$ cat src/rtl/pwm_edge_interval_recorder_unit_macros.svh
// Assertion macros shared by the PWM edge interval recorder RTL.
// No dependencies; included by the files that carry concurrent assertions.
`ifndef PWM_EDGE_INTERVAL_RECORDER_UNIT_MACROS_SVH
`define PWM_EDGE_INTERVAL_RECORDER_UNIT_MACROS_SVH
`ifndef SYNTHESIS
// Check that a condition holds whenever the antecedent holds.
`define PWMEIR_ASSERT_NOW(lbl, ck, rstn, ante, cons) \
	lbl: assert property (@(posedge ck) disable iff (!rstn) (ante) |-> (cons)) \
		else $error("assertion failed in %m");
// Check that a condition holds in the cycle after the antecedent.
`define PWMEIR_ASSERT_NEXT(lbl, ck, rstn, ante, cons) \
	lbl: assert property (@(posedge ck) disable iff (!rstn) (ante) |=> (cons)) \
		else $error("assertion failed in %m");
`else
`define PWMEIR_ASSERT_NOW(lbl, ck, rstn, ante, cons)
`define PWMEIR_ASSERT_NEXT(lbl, ck, rstn, ante, cons)
`endif
`endif

$ cat src/rtl/pwmeir_pkg.sv
`timescale 1ns / 1ps
// Package for the PWM edge interval recorder: operation and result codes, result record type.
// No dependencies.
package pwmeir_pkg;

	// Input operation codes.
	typedef enum logic [1:0] {
		OP_RISE = 2'd0,
		OP_FALL = 2'd1,
		OP_END  = 2'd2
	} op_t;

	// Result kind codes.
	typedef enum logic [1:0] {
		KIND_TIME   = 2'd0,
		KIND_STOP   = 2'd1,
		KIND_STATUS = 2'd2
	} kind_t;

	localparam int unsigned VAL_W = 32;
	localparam logic [VAL_W-1:0] VAL_ONE       = 32'h0000_0001;
	localparam logic [VAL_W-1:0] VAL_MINUS_ONE = 32'hFFFF_FFFF;

	// One input transaction's two results: a timestamp pair, or stop marker plus status.
	typedef struct packed {
		logic             is_end;
		logic [VAL_W-1:0] v0;
		logic [VAL_W-1:0] v1;
	} rec_t;

endpackage

$ cat src/rtl/pwmeir_rec_queue.sv
`timescale 1ns / 1ps
// Two-entry result record queue that serializes each record into two output transactions.
// Depends on pwmeir_pkg and pwm_edge_interval_recorder_unit_macros.svh.
`include "pwm_edge_interval_recorder_unit_macros.svh"
module pwmeir_rec_queue import pwmeir_pkg::*; (
	input  logic                    clk,
	input  logic                    arst_n,
	input  logic                    push,
	input  rec_t                    push_rec,
	output logic                    full,
	output logic                    out_valid,
	input  logic                    out_ready,
	output logic [1:0]              kind,
	output logic signed [VAL_W-1:0] value,
	output logic                    last
);

	localparam int unsigned DEPTH = 2;
	localparam int unsigned PTR_W = $clog2(DEPTH);
	localparam int unsigned CNT_W = $clog2(DEPTH + 1);

	rec_t             rec_q [DEPTH];
	logic [PTR_W-1:0] wr_q;
	logic [PTR_W-1:0] rd_q;
	logic [CNT_W-1:0] cnt_q;
	logic             phase_q;
	logic             out_fire;
	logic             pop;
	rec_t             head;

	assign full      = (cnt_q == CNT_W'(DEPTH));
	assign out_valid = (cnt_q != '0);
	assign out_fire  = out_valid && out_ready;
	assign pop       = out_fire && phase_q;
	assign head      = rec_q[rd_q];

	// Output fields: first half is the held edge or stop marker, second half ends the record.
	always_comb begin
		if (head.is_end) begin
			kind = phase_q ? KIND_STATUS : KIND_STOP;
		end else begin
			kind = KIND_TIME;
		end
		value = phase_q ? head.v1 : head.v0;
		last  = phase_q;
	end

	// Record storage, written at the tail.
	always_ff @(posedge clk) begin
		if (push) begin
			rec_q[wr_q] <= push_rec;
		end
	end

	// Pointers, occupancy and the half select.
	always_ff @(posedge clk or negedge arst_n) begin
		if (!arst_n) begin
			wr_q    <= '0;
			rd_q    <= '0;
			cnt_q   <= '0;
			phase_q <= 1'b0;
		end else begin
			if (push) begin
				wr_q <= wr_q + PTR_W'(1);
			end
			if (pop) begin
				rd_q <= rd_q + PTR_W'(1);
			end
			if (push && !pop) begin
				cnt_q <= cnt_q + CNT_W'(1);
			end else if (pop && !push) begin
				cnt_q <= cnt_q - CNT_W'(1);
			end
			if (out_fire) begin
				phase_q <= !phase_q;
			end
		end
	end

	`PWMEIR_ASSERT_NOW(a_no_push_when_full, clk, arst_n, full, !push)
	`PWMEIR_ASSERT_NOW(a_cnt_in_range, clk, arst_n, 1'b1, cnt_q <= CNT_W'(DEPTH))
	`PWMEIR_ASSERT_NOW(a_phase_needs_entry, clk, arst_n, phase_q, out_valid)
	`PWMEIR_ASSERT_NEXT(a_first_half_follows, clk, arst_n, out_fire && !phase_q, out_valid && phase_q)

endmodule

$ cat src/rtl/pwm_edge_interval_recorder_unit.sv
`timescale 1ns / 1ps
// PWM edge interval recorder: top level with input register, edge bookkeeping and result queue.
// Depends on pwmeir_pkg, pwmeir_rec_queue and pwm_edge_interval_recorder_unit_macros.svh.
//
// Usage:
//   Input channel (in_valid/in_ready, op, time_us) carries rising edges, falling edges and
//   end-of-recording transactions. The first SKIP_EDGES transitions set the reference time, and
//   falling edges after them move it until a rising edge comes; later edges are paired,
//   and each completed pair leaves as two timestamp results relative to the reference.
//   An end transaction gives a stop marker and a status word. Output channel (out_valid/
//   out_ready, kind, value, last) carries one result per transaction; last marks the
//   second result of a pair or the status word. An accepted input passes from the input
//   register to the result queue before its results are offered. Throughput: an input is
//   taken every cycle while the two-record result queue has room. Inputs that give results
//   leave as two transactions each on the single output port, which bounds their rate.
//   Reset (arst_n low) clears the edge count, held edge and queue at once.
//   When the receiver stalls, results wait in the queue; once it holds two records the
//   input register stops draining and in_ready falls until results are taken.
`include "pwm_edge_interval_recorder_unit_macros.svh"
module pwm_edge_interval_recorder_unit import pwmeir_pkg::*; #(
	parameter int unsigned SKIP_EDGES = 6
) (
	input  logic                    clk,
	input  logic                    arst_n,
	input  logic                    in_valid,
	output logic                    in_ready,
	input  logic [1:0]              op,
	input  logic [31:0]             time_us,
	output logic                    out_valid,
	input  logic                    out_ready,
	output logic [1:0]              kind,
	output logic signed [VAL_W-1:0] value,
	output logic                    last
);

	localparam int unsigned CNT_W = $clog2(SKIP_EDGES + 2);
	localparam logic [CNT_W-1:0] SKIP_C = CNT_W'(SKIP_EDGES);
	localparam logic [CNT_W-1:0] SAT_C  = CNT_W'(SKIP_EDGES + 1);

	logic             valid_s1;
	logic [1:0]       op_s1;
	logic [31:0]      time_s1;
	logic [CNT_W-1:0] cnt_q;
	logic [31:0]      ref_q;
	logic [31:0]      held_q;
	logic             held_v_q;
	logic             q_full;
	logic             fire;
	logic             push;
	rec_t             push_rec;

	assign fire     = valid_s1 && !q_full;
	assign in_ready = !valid_s1 || fire;

	// Input register.
	always_ff @(posedge clk or negedge arst_n) begin
		if (!arst_n) begin
			valid_s1 <= 1'b0;
		end else if (in_ready) begin
			valid_s1 <= in_valid;
		end
	end

	always_ff @(posedge clk) begin
		if (in_ready && in_valid) begin
			op_s1   <= op;
			time_s1 <= time_us;
		end
	end

	// Result record for the transaction in the input register.
	always_comb begin
		push            = 1'b0;
		push_rec.is_end = 1'b0;
		push_rec.v0     = held_q - ref_q;
		push_rec.v1     = time_s1 - ref_q;
		case (op_s1)
			OP_END: begin
				push            = fire;
				push_rec.is_end = 1'b1;
				push_rec.v0     = VAL_MINUS_ONE;
				push_rec.v1     = (cnt_q == SAT_C) ? VAL_ONE : VAL_MINUS_ONE;
			end
			OP_RISE, OP_FALL: begin
				push = fire && held_v_q && (cnt_q > SKIP_C ||
					(cnt_q == SKIP_C && op_s1 == OP_RISE));
			end
			default: begin
				push = 1'b0;
			end
		endcase
	end

	// Edge count, reference time and held edge.
	always_ff @(posedge clk or negedge arst_n) begin
		if (!arst_n) begin
			cnt_q    <= '0;
			ref_q    <= '0;
			held_q   <= '0;
			held_v_q <= 1'b0;
		end else if (fire) begin
			case (op_s1)
				OP_END: begin
					cnt_q    <= '0;
					ref_q    <= '0;
					held_q   <= '0;
					held_v_q <= 1'b0;
				end
				OP_RISE, OP_FALL: begin
					if (cnt_q < SKIP_C) begin
						ref_q <= time_s1;
						cnt_q <= cnt_q + CNT_W'(1);
					end else if (cnt_q == SKIP_C && op_s1 == OP_FALL) begin
						ref_q <= time_s1;
					end else begin
						cnt_q <= SAT_C;
						if (!held_v_q) begin
							held_q   <= time_s1;
							held_v_q <= 1'b1;
						end else begin
							held_q   <= '0;
							held_v_q <= 1'b0;
						end
					end
				end
				default: begin
					cnt_q <= cnt_q;
				end
			endcase
		end
	end

	pwmeir_rec_queue u_queue (
		.clk       (clk),
		.arst_n    (arst_n),
		.push      (push),
		.push_rec  (push_rec),
		.full      (q_full),
		.out_valid (out_valid),
		.out_ready (out_ready),
		.kind      (kind),
		.value     (value),
		.last      (last)
	);

	`PWMEIR_ASSERT_NOW(a_cnt_saturates, clk, arst_n, 1'b1, cnt_q <= SAT_C)
	`PWMEIR_ASSERT_NOW(a_held_after_skip, clk, arst_n, held_v_q, cnt_q == SAT_C)
	`PWMEIR_ASSERT_NEXT(a_end_clears, clk, arst_n, fire && op_s1 == OP_END, !held_v_q)
	`PWMEIR_ASSERT_NEXT(a_pair_releases_held, clk, arst_n, push && !push_rec.is_end, !held_v_q)

endmodule

$ cat config.mk
export PLATFORM = sky130hd
export DESIGN_NAME = pwm_edge_interval_recorder_unit
export DESIGN_NICKNAME = d
export VERILOG_FILES = /design/src/rtl/pwmeir_pkg.sv /design/src/rtl/pwmeir_rec_queue.sv /design/src/rtl/pwm_edge_interval_recorder_unit.sv
export VERILOG_INCLUDE_DIRS = /design/src /design/src/rtl
export SDC_FILE = /design/constraint.sdc
export NUM_CORES = 1
export LEC_CHECK = 0
export ABC_AREA = 1
export BUFFER_PORTS_ARGS = -buffer_cell sky130_fd_sc_hd__buf_2
export CORE_UTILIZATION = 60
export DETAILED_ROUTE_END_ITERATION = 7
export PLACE_DENSITY_LB_ADDON = 0.1
export SYNTH_ARGS = -nofsm -noshare
export SYNTH_HDL_FRONTEND = slang
export SYNTH_SLANG_ARGS = --single-unit
$ cat constraint.sdc
create_clock -name clk -period 12 [get_ports clk]
set_input_delay 2.4 -clock clk [delete_from_list [all_inputs] [get_ports clk]]
set_output_delay 2.4 -clock clk [all_outputs]
set_load 0.005 [all_outputs]
# [Word-level counts from Yosys, hierarchy flattened]
# Memory sizes are Yosys's and may differ from the RTL's.
# Index checks and enable logic that the tools add are counted.
[word_totals] output_inout_bits=37 register_bits=108 mem_bits_rw=130 memories=1 in_bits=38
[mem_list] name="u_queue.rec_q" depth=2 width=65 rd=1 rd_clocked_by_memory_dff=0 wr=1 line_no="pwmeir_rec_queue.sv:22" source="rec_t rec_q [DEPTH];"
[op_classes] n_reduce_logical=25 eq_ne=9 order_cmp=2 mux=24 add_sub_neg=7
[op_table] op="$mux 32" count=7
[op_table] op="$pmux 32 s2" count=2
[op_table] op="$mux 65" count=1
[op_table] op="$sub 32x32->32" count=2
[op_table] op="$logic_and 1x1->1" count=10
[op_table] op="$mux 2" count=4
[op_table] op="$eq 3x3->1 const B" count=2
[op_table] op="$mux 3" count=2
[op_table] op="$ne 3x3->1 const B" count=2
[op_table] op="$pmux 3 s2" count=1
[op_table] op="$reduce_and 3->1" count=2
[op_table] op="$reduce_bool 2->1" count=3
[op_table] op="$logic_not 1->1" count=5
[op_table] op="$mux 1" count=5
[op_table] op="$eq 2x2->1 const B" count=2
[op_table] op="$ne 2x2->1 const B" count=2
[op_table] op="$pmux 1 s2" count=2
[op_table] op="$reduce_and 4->1" count=1
[op_table] op="$add 3x1->3 const B" count=1
[op_table] op="$gt 3x3->1 const B" count=1
[op_table] op="$lt 3x3->1 const B" count=1
[op_table] op="$add 1x1->1 const B" count=2
[op_table] op="$add 2x1->2 const B" count=1
[op_table] op="$eq 2x1->1 const B" count=1
[op_table] op="4 further kinds" count=5

# [Logic depth before layout (Yosys ltp)]
# Gate-level depths: netlist of run 1.
[logic_depth] depth_word=10 ltp_mapped=15 mapped_depth_nobuf=15

# [Cells and area by module]
# From an unflattened synthesis of run 1, not the netlist that was laid out.
[unflattened] cells_unflattened=1757 area_unflattened_um2=14086.0
[by_module_without_submodules] mod="pwm_edge_interval_recorder_unit" seq_area_each_um2=2747.6 cells_per_inst=1345 n_inst=1 area_each_um2=8652.0
[by_module_without_submodules] mod="pwmeir_rec_queue" seq_area_each_um2=4028.9 cells_per_inst=412 n_inst=1 area_each_um2=5434.0

# [Least setup slack after synthesis of run 1]
# Ideal clock, no wire load.
[synth_path] path_kind="reg2reg" startpoint="reg cnt_q[0]" endpoint="mem u_queue.rec_q[1][0] in the netlist's numbering, enable pin" required_time_ns=11.510 arrival_time_ns=3.658 stages_incl_launch_ff=9 period_less_slack_ns=4.148 setup_ns=0.490 path_slack_ns=7.852 cell_sequence="dfrtp_1 inv_1 ha_1 nand2_1 inv_1 o21ai_0 nand2_1 nand3_1 nor2_1"
[synth_between] elab_chain_cells=7
[synth_lines] element="start, declared" line_no="pwm_edge_interval_recorder_unit.sv:43" source="logic [CNT_W-1:0] cnt_q;"
[synth_lines] element="start signal, assigned" line_no="pwm_edge_interval_recorder_unit.sv:112" source="cnt_q <= cnt_q + CNT_W'(1);"
[synth_lines] element="start signal, assigned" line_no="pwm_edge_interval_recorder_unit.sv:127" source="cnt_q <= cnt_q;"
[synth_lines] element="parallel branches: the longest is 2 deep, another holds $gt 3x3->1"
[synth_lines] element="$logic_or 1x1->1 (*)" line_no="pwm_edge_interval_recorder_unit.sv:85" source="push = fire && held_v_q && (cnt_q > SKIP_C ||"
[synth_lines] element="$logic_and 1x1->1 (*)" line_no="pwm_edge_interval_recorder_unit.sv:85"
[synth_lines] element="$pmux 1 s2 (*)" line_no="pwm_edge_interval_recorder_unit.sv:77" source="case (op_s1)"
[synth_lines] element="$mux 1 (*)" line_no="pwmeir_rec_queue.sv:50" source="if (push) begin"
[synth_lines] element="$mux 1 (not written as such) (*)" line_no="pwmeir_rec_queue.sv:51" source="rec_q[wr_q] <= push_rec;"
[synth_lines] element="end, declared" line_no="pwmeir_rec_queue.sv:22"
# Mark *: on every way between the ends.

# [Worst setup path in the final report of run 1]
[layout_path] startpoint="reg u_queue.rd_q" endpoint="out value[12]"
[layout_between] elab_chain_cells=2
[layout_lines] element="start, declared" line_no="pwmeir_rec_queue.sv:24" source="logic [PTR_W-1:0] rd_q;"
[layout_lines] element="start signal, assigned" line_no="pwmeir_rec_queue.sv:67" source="rd_q <= rd_q + PTR_W'(1);"
[layout_lines] element="$mem_v2 2x65"
[layout_lines] element="$mux 32" line_no="pwmeir_rec_queue.sv:44" source="value = phase_q ? head.v1 : head.v0;"
[layout_lines] element="end, declared" line_no="pwm_edge_interval_recorder_unit.sv:32" source="output logic signed [VAL_W-1:0] value,"
# Every way passes these cells.

==> results of run 1 <==
==> state kept, by name, summed over array words and instances (netlist names) <==
signal	cells
cnt_q	3
held_q	32
held_v_q	1
op_s1	2
ref_q	32
time_s1	32
u_queue.cnt_q	2
u_queue.last	1
u_queue.rd_q	1
u_queue.rec_q	130
u_queue.wr_q	1
valid_s1	1
==> synth_stat cells (14+ instances only) <==
cell | count | area [um^2]
o22ai_2 | 29 | 362.9
o22ai_1 | 35 | 219.0
nor3_1 | 14 | 70.07
inv_1 | 293 | 1100
ha_1 | 66 | 825.8
nand3_1 | 101 | 505.5
a21oi_1 | 77 | 385.4
clkbuf_1 | 20 | 75.07
edfxtp_1 | 164 | 4925
nor2_1 | 154 | 578.1
o21ai_0 | 144 | 720.7
dfrtp_1 | 74 | 1852
nand2_1 | 429 | 1610
==> per-layer routing <==
layer / vias to the layer above / part of all wire [%] / track usage, %
met1: 5210 / 48 / 45.56
met2: 348 / 44 / 45.93
li1: 5625 / - / -
met3: 36 / 6.8 / 3.974
met4: 0 / 1.4 / 5.381
met5: - / 0 / 0
==> worst max path at each step <==
stage	startpoint	to	slack, ps	cells after the start
floorplan	cnt_q[0]$_DFFE_PN0P_	u_queue.rec_q[1][0]$_DFFE_PP_	7850	8
global placement	u_queue.rd_q$_DFFE_PN0P_	value[27]	7710	5
detailed placement	u_queue.rd_q$_DFFE_PN0P_	value[1]	7510	5
CTS	u_queue.rd_q$_DFFE_PN0P_	value[1]	6970	5
global route	u_queue.rd_q$_DFFE_PN0P_	value[1]	6720	5
finish	u_queue.rd_q$_DFFE_PN0P_	value[12]	6970	5
==> power by group through the flow <==
| stage | Combinational, uW | Clock, uW | Sequential (uW) |
|---|---|---|---|
| CTS | 2480 | 775 | 1350 |
| floorplan | 1780 | 0 | 1310 |
| global route | 2830 | 805 | 1380 |
| finish | 2520 | 761 | 1350 |
| global placement | 2410 | 0 | 1360 |
| detailed placement | 2460 | 0 | 1370 |
==> logic make-up after synthesis <==
group / after synthesis / synth area share, %
AOI/OAI and AO/OA: 299 / 13.04
xor gates and xnor gates: 12 / 0.7605
adders and majority gates: 68 / 6.265
buffers and inverters: 343 / 9.760
DFF: 238 / 49.04
muxes: 1 / 0.07243
and+or+nand+nor: 718 / 21.07
==> final cells by class <==
class / count / area, um^2 / share of cell area, %
clock inverter: 15 / 190.2 / 1.252
timing repair buffer: 82 / 432.9 / 2.849
antenna: 1 / 2.502 / 0.01647
inverter: 295 / 1107 / 7.287
sequential: 238 / 6778 / 44.60
clock buffer: 29 / 619.3 / 4.076
tap: 285 / 356.6 / 2.347
multi-input combinational: 1098 / 5709 / 37.57
==> metrics by stage <==
step / cell area [um^2] / util [%] / std cells / total power (uW)
finish: 15200 / 67.12 / 2043 / 4631
global route: 15190 / 67.11 / 2042 / 5009
CTS: 15190 / 67.11 / 2042 / 4603
detailed placement: 14380 / 63.53 / 1998 / 3826
global placement: 14380 / 63.53 / 1998 / 3774
floorplan: 13820 / - / 1679 / 3095
==> cell usage in the layout, fill, tap and decap left out, drive strengths merged, types with 2 or more instances in the layout <==
master    Yosys  routed
nand2       429     429
inv         295     296
edfxtp      164     164
nor2        155     155
o21ai       147     147
nand3       103     103
buf          27      82
a21oi        78      78
dfrtp        74      74
ha           66      66
o22ai        64      64
clkbuf       21      29
nor3         14      14
xor2         10      10
clkinv        0       8
or2           7       7
nand4         5       5
bufinv        0       4
o21bai        3       3
o21a          3       3
and2          3       3
nand3b        2       2
o31ai         2       2
xnor2         2       2
fa            2       2
clkinvlp      0       2
==> summary.txt, run 1 <==
Outcome
  – Status: complete, no violations

Timing
  – Final Hold Fails: 0
  – Least-Margin Pin Slew: 1089 ps
  – Final setup fails: 0
  – Hold WS: about 520 ps
  – TNS Setup: 0 ps
  – Max_slew headroom: between 20 and 30%
  – Final Skew: roughly 12 ps
  – Fin. max-slew vios: 0
  – Final worst slack: ~7000 ps
  – Final period util: 41.89%
  – RSZ-0062 raised after global routing: false
  – Minimum clock period: 5027 ps
  – Fmax: 198.9 MHz

Power and ir drop
  – Combinational group share of total power: 54.3%
  – Sequential Power Share: 29.2%
  – Worst VDD drop: 0.0001639 V
  – PD cells: 304.8 nW/um^2
  – Internal power: approximately 2500 uW
  – Sw frac: a little under half
  – Psw: ~2100 uW
  – Leak Pwr: roughly 0.0073 uW
  – Clock power share: between 10% and 20%

Floorplan
  – Std-Cell Rows: 55
  – Core ar.: about 23,000 um^2
  – Die height: 153.8 um
  – Die area: 23,640 um^2
  – Starting Density: 61.04%
  – Io pins: 75
  – Die width: 153.8 um

GRT
  – Total track usage: just under 30%
  – Global route overflow: 0
  – First-pass GRT wire length: between 50,000 and 60,000 um
  – Initial antenna violation count: 1
  – Vias in the first global route: 10,320
  – Largest net degree at the start of global routing: 67

Clock tree
  – Clock Sinks: around 240
  – Num CTS Buffers: 24
  – Clock latency at the later pin of the worst-skew pair: 530 ps
  – CTS resizes: 0
  – Clk root buf: clkbuf_16
  – H-tree lvl count: 1
  – CTS max path bufs: 3
  – Cts hold-fix bufs: 0
  – Post-CTS setup buffers: 0
  – CTS tree: done
  – Clock Pin Slew Worst Setup and Hold Paths: 60 ps

Setup path
  – Req. time, crit path: 9600 ps
  – RR Endpoint: u_queue.rec_q[0][3]$_DFFE_PP_
  – Critical Path AT: around 2600 ps
  – Reg2reg setup slack: 8410 ps
  – Cells along the critical path: inv_1 -> buf_4 -> o21ai_0 -> o22ai_1 -> buf_2
  – RR Startpoint: op_s1[1]$_DFFE_PP_
  – Crit path max-delay family: flip-flops
  – Worst r2r path cells: 5
  – Worst Setup Start Kind: flip-flop
  – Crit-path slowest cell: dfrtp_2
  – Critical path type: flip-flop to output port
  – Worst Path Buf+Inv: 3
  – CP endpoint kind: output port
  – Critical path's largest stage delay: 1080 ps
  – CP Max Fanout: 66

Hold path
  – Min-Delay Path Depth: 1
  – Beginning of the worst hold path: u_queue.cnt_q[0]$_DFFE_PN0P_
  – Worst Hold End: u_queue.cnt_q[0]$_DFFE_PN0P_
  – Worst hold path type: flip-flop to flip-flop

Detailed routing
  – DRT iter0 DRCs: about 950
  – Antenna viol nets, final: 0
  – Routed wire length per instance: between 15 and 20 um
  – Via Count: 11,220
  – Vias per cell: 5.491
  – Drt first pass iters: 5
  – DRT Wirelength: 34,440 um
  – DRC viols: 0

Flow run
  – Total of max-cap violations: 0

Placement
  – Detailed placement HPWL: 25,820 um
  – GPL Wtd Cong: between 0.9 and 1
  – Pre-CTS setup slack: 7510 ps
  – Port bufs: 74

Synth
  – Number of synthesized flops with an enable pin: 164
  – Mapped Cells: between 1,500 and 2,000
  – Ys flop type: edfxtp_1
  – Flop and latch count out of synthesis: 238
  – Asr flop ratio synth: 31.09%
  – Syn_nets: ~1,800
  – YS warnings: 0
  – Synth Cell Area: 13,820 um^2
  – Synth unique cells: 39
  – Average size of a mapped cell: 8.231 um^2
  – Sequential area share after synthesis: 49.04%

Finish
  – Layout cell share with drive strength beyond 1: 9.277%
  – Filler cells: just under 2,000
  – P&R area growth vs syn: 9.959%
  – Final net count: 1,845
(Power assumes the default switching activity.)
==> run 2, diff against run 1 <==
==> constraint.sdc (replaced) <==
create_clock -name clk -period 5.04 [get_ports clk]
set_input_delay 1.008 -clock clk [delete_from_list [all_inputs] [get_ports clk]]
set_output_delay 1.008 -clock clk [all_outputs]
set_load 0.005 [all_outputs]
==> summary.txt, run 2 (synthesis results as in run 1) <==
Finish
  – Max FFs per register: 130
  – Fin util: 67.12%
  – Post-Layout Cell Count: 2,044
  – Layout cell share with drive strength beyond 1: 9.215%
  – Final net count: 1,847
  – P&R area growth vs syn: 9.968%
  – Commonest non-fill, non-tap cell in the layout: nand2_1
  – Commonest non-fill, non-tap cells in the layout: nand2_1, inv_1, edfxtp_1
  – Top reg by flops: u_queue.rec_q
  – Filler cells: 1,912
  – Post-Layout Inst Area: 15,200 um^2

GRT
  – Met1 Resource Use GR: a little over two fifths
  – Global Route met3 Usage: 4.453%
  – Initial antenna violation count: 3
  – Vias in the first global route: around 10,000
  – M2 GR Usage: between 40% and 50%
  – Largest net degree at the start of global routing: 67
  – Gr busiest metal: met2
  – Total track usage: 29.03%
  – First-pass GRT wire length: about 53,000 um
  – Global route overflow: 0

Detailed routing
  – Vias per cell: 5.523
  – Antenna viol nets, final: 0
  – DRT Wirelength: 33,680 um
  – DRT iter0 DRCs: 858
  – DRC viols: 0
  – Drt first pass iters: 6
  – Via Count: 11,290
  – Routed wire length per instance: 16.48 um

Floorplan
  – Die area: 23,640 um^2
  – Core ar.: between 20,000 and 25,000 um^2
  – Starting Density: 61.04%
  – Std-Cell Rows: 55
  – Die height: about 150 um
  – Io pins: 75
  – Die width: 153.8 um

Power and ir drop
  – Combinational group share of total power: a little under three fifths
  – Sw frac: 46.18%
  – Internal power: 5934 uW
  – Sequential Power Share: 28.6%
  – PD cells: 725.6 nW/um^2
  – Clock power share: between 15 and 20%
  – Psw: 5092 uW
  – Worst VDD drop: around 0.00046 V
  – Leak Pwr: between 0.007 and 0.008 uW

Setup path
  – Critical path type: flip-flop to output port
  – CP endpoint kind: output port
  – RR Startpoint: op_s1[1]$_DFFE_PP_
  – Worst Setup Start Kind: flip-flop
  – Critical Path AT: 2280 ps
  – Req. time, crit path: 4030 ps
  – CP Max Fanout: 34
  – CP Launch Point: u_queue.last$_DFFE_PN0P_

Timing
  – Fmax: between 300 and 400 MHz
  – Final Hold Fails: 0
  – Fin. max-slew vios: 0
  – Least-Margin Pin Slew: 1020 ps
  – Hold WS: 460.0 ps
  – TNS Setup: 0 ps
  – Final period util: 65.19%
  – Final setup fails: 0
  – Max_slew headroom: 31.93%
  – Minimum clock period: 3286 ps
  – Final Skew: 25.74 ps
  – RSZ-0062 raised after global routing: false

Placement
  – Detailed placement HPWL: 25,220 um
  – Placed cell area: 14,390 um^2
  – GPL Wtd Cong: about 0.93
  – Port bufs: 74
  – Number of placed instances, taps included: 1,999

Clock tree
  – CTS tree: done
  – Cts hold-fix bufs: 0
  – Post-CTS setup buffers: 0
  – Clock Sinks: 238
  – Clock latency at the later pin of the worst-skew pair: 540 ps
  – Num CTS Buffers: 25
  – H-tree lvl count: 1
  – Clock Pin Slew Worst Setup and Hold Paths: 60 ps
  – CTS max path bufs: 3
  – CTS resizes: 0
  – Clk root buf: clkbuf_16

Outcome
  – Status: complete, no violations

Flow run
  – Total of max-cap violations: 0

Hold path
  – Worst hold path type: primary input to asynchronous set/reset pin
-- run 2: final timing paths --
| check | slack (ps) | cells after the start | endpoint |
|---|---|---|---|
| max | 1750 | 4 | value[3] |
| min in group clk | 530 | 2 | cnt_q[0]$_DFFE_PN0P_ |
| max in group asynchronous | 3660 | 2 | held_q[18]$_DFFE_PN0P_ |
| min | 460 | 1 | held_q[28]$_DFFE_PN0P_ |
| max reg2reg | 1790 | 5 | u_queue.rec_q[0][3]$_DFFE_PP_ |
| min reg2reg | 530 | 2 | cnt_q[0]$_DFFE_PN0P_ |
-- run 2: power groups by stage --
stage                     registers [uW]  clock network, uW  logic (uW)
after detailed placement            3180                  0        5940
after global placement              3170                  0        5830
after global routing                3200               1910        6800
after CTS                           3150               1840        5980
final                               3150               1800        6070
after floorplan                     3130                  0        4240
-- run 2: cell type report --
| class | count | area, um^2 | share of cell area [%] |
|---|---|---|---|
| inverters | 295 | 1107 | 7.286 |
| flip-flops and latches | 238 | 6778 | 44.60 |
| well taps | 285 | 356.6 | 2.346 |
| clock inverters | 13 | 145.1 | 0.9550 |
| multi-input cells | 1098 | 5709 | 37.57 |
| repair buffers | 83 | 440.4 | 2.898 |
| clock buffers | 31 | 658.1 | 4.331 |
| diodes | 1 | 2.502 | 0.01647 |
-- run 2: metrics by stage --
stage               power, uW  setup slack, ps
floorplan                7369            892.1
global placement         8996             1956
finish                  11030             1754
global route            11910             1529
CTS                     10970             1650
detailed placement       9121             1862
-- run 2: metal layers --
metal  part of all wire [%]  vias to the layer above  wire, um
met1                     47                     5257     15850
met3                    7.0                       55      2368
met5                  0.077                        -        26
met2                     44                      371     14700
met4                    2.2                        4       740
li1                       -                     5602         -
-- run 2: critical path, stage by stage (launching register included) --
cell     delay, ps
dfrtp_1        370
inv_1          740
o21ai_0        280
o22ai_1        220
buf_2          150
==> run 3, diff against run 2 <==
--- a/config.mk
+++ b/config.mk
@@ -8,7 +8,7 @@
 export LEC_CHECK = 0
 export ABC_AREA = 1
 export BUFFER_PORTS_ARGS = -buffer_cell sky130_fd_sc_hd__buf_2
-export CORE_UTILIZATION = 60
+export CORE_UTILIZATION = 56
 export DETAILED_ROUTE_END_ITERATION = 7
 export PLACE_DENSITY_LB_ADDON = 0.1
 export SYNTH_ARGS = -nofsm -noshare
==> constraint.sdc (replaced) <==
create_clock -name clk -period 2.7 [get_ports clk]
set_input_delay 0.54 -clock clk [delete_from_list [all_inputs] [get_ports clk]]
set_output_delay 0.54 -clock clk [all_outputs]
set_load 0.005 [all_outputs]
==> summary.txt, run 3 (synthesis results as in run 1) <==
Outcome
  – Status: complete, no violations

Detailed routing
  – DRT iter0 DRCs: roughly 990
  – Drt first pass iters: 5
  – Routed wire length per instance: 17.55 um
  – DRT Wirelength: 36,730 um
  – Antenna viol nets, final: 0
  – Via Count: 11,330
  – DRC viols: 0
  – Vias per cell: 5.415

Finish
  – Commonest non-fill, non-tap cells in the layout: nand2_1, inv_1, edfxtp_1
  – Ant. Diodes: 0
  – Layout cell share with drive strength beyond 1: 10.06%
  – Top reg by flops: u_queue.rec_q
  – Post-Layout Inst Area: 15,520 um^2
  – Max FFs per register: 130
  – P&R area growth vs syn: 12.34%
  – Final net count: 1,856
  – Commonest non-fill, non-tap cell in the layout: nand2_1
  – Fin util: 64.02%

GRT
  – Initial antenna violation count: 0
  – Total track usage: between 20% and 30%
  – First-pass GRT wire length: 57,500 um
  – Largest net degree at the start of global routing: 66
  – Global route overflow: 0
  – Vias in the first global route: 10,580

Timing
  – Hold WS: 148.0 ps
  – RSZ-0062 raised after global routing: false
  – Minimum clock period: 2568 ps
  – Final setup fails: 0
  – Max_slew headroom: 46.70%
  – Fmax: 389.5 MHz
  – Fin. max-slew vios: 0
  – Final period util: 95.09%
  – Final Skew: 46.23 ps
  – Least-Margin Pin Slew: 799.5 ps
  – Final Hold Fails: 0
  – TNS Setup: 0 ps

Floorplan
  – Core ar.: 24,250 um^2
  – Die height: 159.1 um
  – Std-Cell Rows: 57
  – Io pins: 75
  – Die area: 25,310 um^2
  – Die width: ~160 um
  – Starting Density: 56.99%

Setup path
  – RR Endpoint: u_queue.rec_q[1][62]$_DFFE_PP_
  – Critical Path AT: 2030 ps
  – CP endpoint kind: output port
  – Critical path type: flip-flop to output port
  – CP Max Fanout: 65
  – Req. time, crit path: 2160 ps
  – Cells along the critical path: buf_6 -> o21ai_0 -> o22ai_1 -> buf_2
  – RR Startpoint: ref_q[11]$_DFFE_PN0P_
  – Critical path's largest stage delay: 370 ps
  – Worst r2r path cells: 11
  – Worst Path Buf+Inv: 2
  – Reg2reg setup slack: 150 ps
  – Worst Setup Start Kind: flip-flop
  – Crit path max-delay family: buffers and inverters
  – Crit-path slowest cell: dfrtp_2

Power and ir drop
  – Leak Pwr: 0.007428 uW
  – Worst VDD drop: around 0.00076 V
  – Sequential Power Share: a little over a quarter
  – Sw frac: between 40% and 50%
  – PD cells: 1376 nW/um^2
  – Combinational group share of total power: 54.9%
  – Psw: 9862 uW
  – Internal power: between 10,000 and 15,000 uW
  – Power Total: 21,370 uW
  – Clock power share: 17.7%

Clock tree
  – Num CTS Buffers: 26
  – Post-CTS setup buffers: 0
  – Clock Sinks: 238
  – H-tree lvl count: 1
  – Clock latency at the later pin of the worst-skew pair: 570 ps
  – Clk root buf: clkbuf_16
  – Clock Pin Slew Worst Setup and Hold Paths: 70 ps
  – CTS tree: done
  – CTS max path bufs: 3

Placement
  – Port bufs: 74
  – Detailed placement HPWL: 27,250 um
  – GPL Wtd Cong: around 1
  – Placed cell area: roughly 15,000 um^2

Hold path
  – Worst Hold End: time_s1[4]$_DFFE_PP_
  – Beginning of the worst hold path: time_us[4]
  – Min-Delay Path Depth: 1
  – Worst hold path type: primary input to flip-flop

Flow run
  – Total of max-cap violations: 0
[run 3: cell count changes in the layout (fill, tap and decap cells not counted), sizes merged]
cell         change
diode            -1
bufinv           +2
clkbuf           +1
buf              +7
inv              -1
clkinv           +1
dlygate4sd3      +1
[run 3: cell type report]
class | instances | area, um^2
Fill cell | 2079 | 8723
Sequential cell | 238 | 6778
Multi-Input combinational cell | 1098 | 5710
Inverter | 295 | 1111
Clock buffer | 32 | 693.2
Timing Repair Buffer | 91 | 598.1
Tap cell | 324 | 405.4
Clock inverter | 15 | 229.0
[run 3: timing repair]
item	CTS	global route
hold endpoints to repair	1	0
hold buffers	1	0
endpoints found under the setup margin	3	7
gates resized for setup	1	2
[run 3: worst max-delay path by stage]
| stage | from | to | slack, ps | cells past startpoint |
|---|---|---|---|---|
| 2_1_floorplan | cnt_q[0]$_DFFE_PN0P_ | u_queue.rec_q[1][0]$_DFFE_PP_ | -370 | 8 |
| 3_3_place_gp | time_s1[24]$_DFFE_PP_ | u_queue.rec_q[0][27]$_DFFE_PP_ | 370 | 10 |
| 3_5_place_dp | cnt_q[0]$_DFFE_PN0P_ | held_q[1]$_DFFE_PN0P_ | 320 | 9 |
| 4_1_cts | u_queue.last$_DFFE_PN0P_ | value[16] | 20 | 5 |
| 5_1_grt | ref_q[11]$_DFFE_PN0P_ | u_queue.rec_q[1][62]$_DFFE_PP_ | 20 | 11 |
| 6_report | u_queue.rd_q$_DFFE_PN0P_ | value[28] | 130 | 4 |
[run 3: power groups by stage]
stage	registers [uW]	clock network [uW]	logic, uW
2_1_floorplan	5820	0	7930
3_3_place_gp	5880	0	11300
3_5_place_dp	5910	0	11500
4_1_cts	5850	3840	11600
5_1_grt	5940	3990	13100
6_report	5860	3790	11700
[run 3: metrics by stage]
stage / setup slack (ps) / std cells
floorplan: -373.8 / 1679
global placement: 369.2 / 2045
detailed placement: 321.0 / 2045
CTS: 19.42 / 2093
global route: 22.83 / 2093
finish: 132.4 / 2093
[run 3: per-layer routing]
layer | part of all wire, % | global-route usage, %
met1 | 47 | 44.71
met2 | 44 | 45.65
met3 | 7.1 | 3.178
met4 | 1.6 | 5.551
met5 | 0 | 0
